## config.mk

```make
export PLATFORM = sky130hd
export DESIGN_NAME = drt_front
export DESIGN_NICKNAME = d
export VERILOG_FILES = /design/src/sv/drt_pkg.sv /design/src/sv/drt_front.sv
export SDC_FILE = /design/constraint.sdc
export NUM_CORES = 1
export LEC_CHECK = 0
export BUFFER_PORTS_ARGS = -buffer_cell sky130_fd_sc_hd__buf_2
export CORE_MARGIN = 1
export CORE_UTILIZATION = 61
export CTS_CLUSTER_DIAMETER = 200
export DETAILED_ROUTE_END_ITERATION = 6
export GPL_TIMING_DRIVEN = 0
export PLACE_DENSITY_LB_ADDON = 0.3
export SKIP_LAST_GASP = 1
export SYNTH_ARGS = -nofsm -noshare
export SYNTH_HDL_FRONTEND = slang
export SYNTH_SLANG_ARGS = --single-unit
```

## constraint.sdc

```tcl
create_clock -name clk -period 4.2 [get_ports clk]
set_clock_uncertainty 0.15 [all_clocks]
set_input_delay 0.42 -clock clk [delete_from_list [all_inputs] [get_ports clk]]
set_output_delay 0.42 -clock clk [all_outputs]
set_load 0.01 [all_outputs]
```

## src/sv/drt_pkg.sv

```systemverilog
// shared types, constants and helpers for the dictionary rle tokenizer
package drt_pkg;

	localparam int DICT_ENTRIES  = 128;
	localparam int MAX_ENTRY_LEN = 31;
	localparam int DICT_DEPTH    = DICT_ENTRIES * MAX_ENTRY_LEN;
	localparam int DADDR_W       = $clog2(DICT_DEPTH);
	localparam int SLOT_W        = $clog2(DICT_ENTRIES);
	localparam int QDEPTH        = 4;
	localparam logic [11:0] RUN_CAP = 12'd4095;
	localparam logic [7:0] SPACE_BYTE = 8'h20;
	localparam logic [7:0] ZERO_BYTE  = 8'h00;

	localparam logic OP_DATA    = 1'b0;
	localparam logic OP_DICT_WR = 1'b1;

	typedef enum logic [2:0] {
		KIND_DICT   = 3'd0,
		KIND_ZERO   = 3'd1,
		KIND_SPACE  = 3'd2,
		KIND_REPEAT = 3'd3,
		KIND_RAW    = 3'd4
	} kind_t;

	// one queued input word after classification
	typedef struct packed {
		logic       op;
		logic [7:0] byte_value;
		logic [6:0] entry_slot;
		logic [4:0] byte_offset;
		logic [4:0] entry_length;
		logic       end_of_stream;
		logic       wr_ok;
	} item_t;

	// one token
	typedef struct packed {
		kind_t       kind;
		logic [6:0]  entry;
		logic [11:0] count;
		logic [7:0]  tbyte;
	} tok_t;

	function automatic kind_t kind_of(input logic [7:0] b);
		kind_t k;
		k = KIND_REPEAT;
		if (b == ZERO_BYTE) k = KIND_ZERO;
		else if (b == SPACE_BYTE) k = KIND_SPACE;
		return k;
	endfunction

	function automatic tok_t run_tok(input kind_t k, input logic [11:0] n,
			input logic [7:0] b);
		tok_t t;
		t.kind  = k;
		t.entry = '0;
		t.count = n;
		t.tbyte = (k == KIND_REPEAT) ? b : 8'd0;
		return t;
	endfunction

endpackage

```

## src/sv/drt_front.sv

```systemverilog
// front part: accepts input words, classifies them and queues them
module drt_front (
	input  logic          clk,
	input  logic          arst_n,
	input  logic          in_valid,
	output logic          in_stall,
	input  logic          op,
	input  logic [7:0]    byte_value,
	input  logic [6:0]    entry_slot,
	input  logic [4:0]    byte_offset,
	input  logic [4:0]    entry_length,
	input  logic          end_of_stream,
	output logic          q_valid,
	output drt_pkg::item_t q_item,
	input  logic          q_pop
);
	import drt_pkg::*;

	item_t      fifo_q [QDEPTH];
	logic [1:0] wptr_q;
	logic [1:0] rptr_q;
	logic [2:0] count_q;
	logic       push;
	logic       pop;
	item_t      cls;

	assign in_stall = (count_q == 3'(QDEPTH));
	assign push     = in_valid && !in_stall;
	assign q_valid  = (count_q != 3'd0);
	assign pop      = q_pop && q_valid;
	assign q_item   = fifo_q[rptr_q];

	// classify the incoming word
	always_comb begin
		cls.op            = op;
		cls.byte_value    = byte_value;
		cls.entry_slot    = entry_slot;
		cls.byte_offset   = byte_offset;
		cls.entry_length  = (5'(MAX_ENTRY_LEN) < entry_length) ? 5'(MAX_ENTRY_LEN)
			: entry_length;
		cls.end_of_stream = end_of_stream;
		cls.wr_ok         = (byte_offset < 5'(MAX_ENTRY_LEN)) &&
			({1'b0, entry_slot} < 8'(DICT_ENTRIES));
	end

	// queue storage
	always_ff @(posedge clk) begin
		if (push) begin
			fifo_q[wptr_q] <= cls;
		end
	end

	// queue pointers
	always_ff @(posedge clk or negedge arst_n) begin
		if (!arst_n) begin
			wptr_q  <= '0;
			rptr_q  <= '0;
			count_q <= '0;
		end else begin
			if (push) wptr_q <= wptr_q + 2'd1;
			if (pop) rptr_q <= rptr_q + 2'd1;
			count_q <= count_q + 3'(push) - 3'(pop);
		end
	end

endmodule

```

* Word level (Yosys, flattened, before mapping)
Memories as Yosys holds them, arrays and structs flattened.
Cells that the tools add are included.
** Storage, ports and cells
- Bits in registers :: 7
- Bits in latches :: 0
- Bits in writable memories :: 112
- ROM bits :: 0
- Input bits :: 31
- Word-level logic and storage cells :: 18
- Memories :: 1
** Memories
- fifo_q :: depth 4, width 28, read ports 1, clocked after memory_dff 0, wr ports 1, RTL line drt_front.sv:19 : item_t fifo_q [QDEPTH];
** Cells by class
- Add/sub/neg operators :: 4
- Multipliers :: 0
- Div/mod/pow operators :: 0
- $lt $le $gt $ge :: 2
- Equal/unequal tests :: 1
- Shift operators :: 0
- Multiplexer cells :: 3
- Bitwise operators :: 0
- Reduce and logical (&&, ||, !) cells :: 4
** Operators by type and width (count)
- 5-bit less-than comparator (first input constant) :: 1
- 5-bit less-than comparator (second input constant) :: 1
- 5-bit two-way mux :: 1
- 2-bit by 1-bit adder with 2-bit output (second input constant) :: 2
- 3-bit by 1-bit adder with 3-bit output :: 1
- 3-bit equality test (second input constant) :: 1
- 3-bit nonzero test :: 1
- 3-bit by 1-bit subtractor with 3-bit output :: 1
- 1-bit logical AND :: 2
- 1-bit two-way mux :: 2
- 1-bit zero test :: 1

* Depth between registers and ports, before layout
- Depth in word-level cells :: 5
- Depth in mapped cells :: 8
- Mapped depth without buffers :: 8

* Least setup slack after synthesis
No wires, ideal clock.
- Path type :: register to register
- Start point :: register count_q[1]
- End point :: register count_q[2]
- Setup time :: 0.123 ns
- Data arrival time :: 1.862 ns
- Required time :: 3.927 ns
- Path slack :: 2.065 ns
- Stages on the path, launching flop included :: 8
- Path buffers :: 0
- Path through :: dfrtp_1 -> o31a_2 -> ha_1 -> inv_1 -> ha_1 -> fa_1 -> xnor2_1 -> xnor2_1
** On the way
- Elaborated cells on any way between the ends :: 7
- Those cells by class :: add/sub (2); eq/ne (1); reduce/logical (4)
** RTL lines
- start: declaration :: RTL line drt_front.sv:22 : logic [2:0] count_q;
- start signal: assignment :: RTL line drt_front.sv:62 : count_q <= count_q + 3'(push) - 3'(pop);
- 3-bit nonzero test :: RTL line drt_front.sv:29 : assign q_valid = (count_q != 3'd0);
- 1-bit logical AND :: RTL line drt_front.sv:30 : assign pop = q_pop && q_valid;
- named net pop :: RTL line drt_front.sv:24 : logic pop;
- 3-bit by 1-bit subtractor with 3-bit output :: RTL line drt_front.sv:62
The timed path passes the listed nets, and every way through them passes these cells.
A chain may end at the register's enable or synchronous reset.

==> run summary <==
The flow ran to the end, and the final reports show no timing, DRC or antenna violations. During placement, the flow inserted port buffers numbering 60. Of all flip-flops after synthesis, the portion carrying an async set or reset was 5.88%. The flip-flop and latch area is 3540 um2. The starting density of the core is 63.4%. The count of pins over their slew limit is 0. Measured against its own limit, the worst slew margin works out to between 40% and 50%. The number of buffers added by the clock tree synthesis step is 17. The synthesized cell area came out at 4600 um2. After detailed placement, the total cell area comes to roughly 5000 um2. The total half-perimeter wirelength after legalization and detailed placement is about 4.4 mm. The count of different cell masters after synthesis is 23. The number of standard cells after synthesis came out at between 150 and 200. The count of standard-cell rows came out at 31. The routed wire length per instance came out at roughly 20 um. The layer with the highest usage after global routing is met2.

The cell area after layout came out at between 5000 and 6000 um2. The actual transition at the worst max-transition pin came out at roughly 0.76 ns. The static power due to leakage is around 2.2 nW. Among all flip-flop cells after synthesis, the most frequent one is edfxtp_1. For the final routed database, the setup TNS stands at 0 ns. STA classifies the critical path endpoint as an output port. For this run, the number of Yosys warnings is 0. The number of global-route vias before repair came to approximately 2,300. In the layout the commonest cells are edfxtp_1, buf_2, dlygate4sd3_1. The final net count is between 300 and 400. The number of enable-type register cells in the synthesized netlist came out at between 100 and 150. The global-route wire length before repair came out at about 12 mm. STA puts the critical path data required time at 3.63 ns. The layout filler cell count came out at between 300 and 400. The maximum clock frequency is slightly above 400 MHz. The met1 layer usage reported by global route came out at a little under a third.

After synthesis, the cell types taking the most area are edfxtp_1, mux4_1, dfrtp_1, mux4_2, ha_1. The initial antenna violation count came out at 0. Setup repair after global routing left no endpoint under its margin.

The H-tree generated during clock tree synthesis spans 4 levels. The count of final hold-check violations came out at 0. The aggregate routed wire length is approximately 8.4 mm. The remaining design rule violation count came out at 0. The final clock period utilization by the worst path came out at around three fifths. The clock drives about 120 sinks. Global routing consumed, over all layers together, between 20% and 30% of the routing resources. The final standard cell utilization of the core is between 80% and 90%. The clock slew at the register clock pins of the worst setup and hold paths came out at roughly 0.05 ns. During I/O placement, the number of pins put on the boundary was 61. The share of the synthesized area in the top cell type came out at about three quarters. The congestion estimate from routability-driven global placement came to around 0.66.

At the worst endpoint, the arrival time is 1.88 ns. The type of element launching the critical path is a flip-flop. OpenSTA, run right after detailed placement, puts the worst setup slack at between 1.5 and 2 ns. The detail route stage leaves a number of antenna-violating nets equal to 0. The post-route worst setup slack came out at between 1.5 and 2 ns. The average cell area after synthesis came out at 24.3 um2. The routed layout has 2,245 vias. The met3 usage in global routing came out at around 5.9%. The number of synthesized register bits is approximately 120. The min-delay analysis places its worst path in the category in -> reg. The final antenna diode count came out at 0.

For this design the ratio of total power to cell area is ~700 nW/um2. The critical path start-end classification is reg -> out. The maximum fanout count along the critical path is 10. The length of the first detailed-routing pass in iterations came out at 4. The footprint of the multi-input gates came out at ~990 um2. The shortest clock period the worst path allows after layout came out at approximately 2.4 ns.

The number of setup buffers added after CTS is 0. The met2 track utilization from global routing is around 40%. The final setup violation count came out at 0. The number of buffers on the longest clock path came out at 2. The fraction of layout cells with a size suffix above 1 is roughly a third. The post-synthesis sequential area ratio came out at around three quarters. The largest total area in the synthesized netlist belongs to edfxtp_1. The core box area came out at 7250 um2. TritonCTS built the clock tree. The number of maximum-capacitance constraint violations came out at 0. The die width is a little under 90 um.

In this run the clock root is driven by a clkbuf_8. The net count after synthesis is 227. The full die area is between 7000 and 8000 um2.

Hold is met by 0.0199 ns. The library cell used most frequently in the layout, excluding fill and tap cells, is edfxtp_1. Across the VDD grid, the largest voltage drop is approximately 0.00056 V. The number of DRC violations after detailed-routing iteration 0 came out at 167. Measured along the y axis, the die boundary spans 88.8 um. The detail-routed via count per cell came out at 5.53. The area growth from synthesis to layout is 26.8%. The later-pin clock latency in the skew report is 0.50 ns.

Entering global routing, the biggest net connects 29 pins. The total overflow left after global routing is 0.
-- cell usage after synthesis (3+ instances only) --
| library cell | count |
|---|---|
| and3_1 | 5 |
| buf_6 | 3 |
| dfrtp_1 | 7 |
| edfxtp_1 | 112 |
| ha_1 | 6 |
| inv_1 | 5 |
| mux4_1 | 24 |
| mux4_2 | 4 |
| nand2b_1 | 3 |
| xnor2_1 | 3 |
-- sequential cells by signal, summed over array words and instances, names as in the netlist --
name and flops:
fifo_q 112, rptr_q 2, count_q 3, wptr_q 2
-- critical path: stages, from the launching register on --
cell,delay (ns)
dfrtp_1,0.34
buf_2,0.25
buf_2,0.29
mux4_1,0.34
buf_2,0.17
-- power by group --
part           internal, mW  switching, mW
clock                 0.828          0.460
sequential             1.58          0.100
combinational         0.524          0.565
total                  2.93           1.12
-- cells by family (layout without fill, tap and decap cells) --
| logic type | after synthesis | count (layout) | synth area share (%) |
|---|---|---|---|
| flip-flops | 119 | 119 | 77.0 |
| multiplexers | 28 | 28 | 15.7 |
| AND/OR/NAND/NOR | 15 | 15 | 2.26 |
| buffers and inverters | 12 | 130 | 1.52 |
| adder cells (fa/ha/maj) | 7 | 7 | 2.07 |
| AO/OA/AOI/OAI | 4 | 4 | 0.735 |
| XOR/XNOR | 4 | 4 | 0.762 |
-- path summary, 6_finish.rpt --
path | start | end | slack, ns | cells past startpoint
worst max-delay path | rptr_q[1] | q_item[12] | 1.75 | 4
worst max register to register | count_q[2] | count_q[2] | 1.88 | 8
worst min register to register | wptr_q[1] | wptr_q[1] | 0.45 | 2
worst min-delay path | byte_offset[2] | fifo_q[2][9] | 0.02 | 1
min in group asynchronous | arst_n | wptr_q[1] | 0.14 | 2
max in group asynchronous | arst_n | rptr_q[1] | 3.59 | 2
-- layout make-up --
type                            count  share of cell area [%]
Tap cell                           99                    2.12
Clock inverter                     11                    1.87
Multi-Input combinational cell     58                    17.0
Clock buffer                       20                    7.30
Timing Repair Buffer               87                    9.79
Sequential cell                   119                    60.7
Inverter                            6                   0.386
Buffer                              6                   0.815
-- timing repair --
item | 4_1_cts | 5_1_grt
hold buffers | 27 | 0
resized for setup | 0 | 0
endpoints found under the hold margin | 111 | 0
setup endpoints to repair | 0 | 0
-- layer usage --
| layer | vias up | routed length (um) | share of wire, % |
|---|---|---|---|
| met2 | 72 | 4510 | 54 |
| met5 | - | 0 | 0 |
| li1 | 1030 | - | - |
| met4 | 0 | 34 | 0.41 |
| met3 | 2 | 337 | 4.0 |
| met1 | 1141 | 3470 | 42 |
-- stage by stage --
stage          total power [mW]  instances
3_3_place_gp               2.73        348
3_5_place_dp               2.76        348
5_1_grt                    4.23        406
4_1_cts                    4.09        406
2_1_floorplan              2.38        189
6_report                   4.06        406
Note: power is estimated with default switching activity, not from simulation.
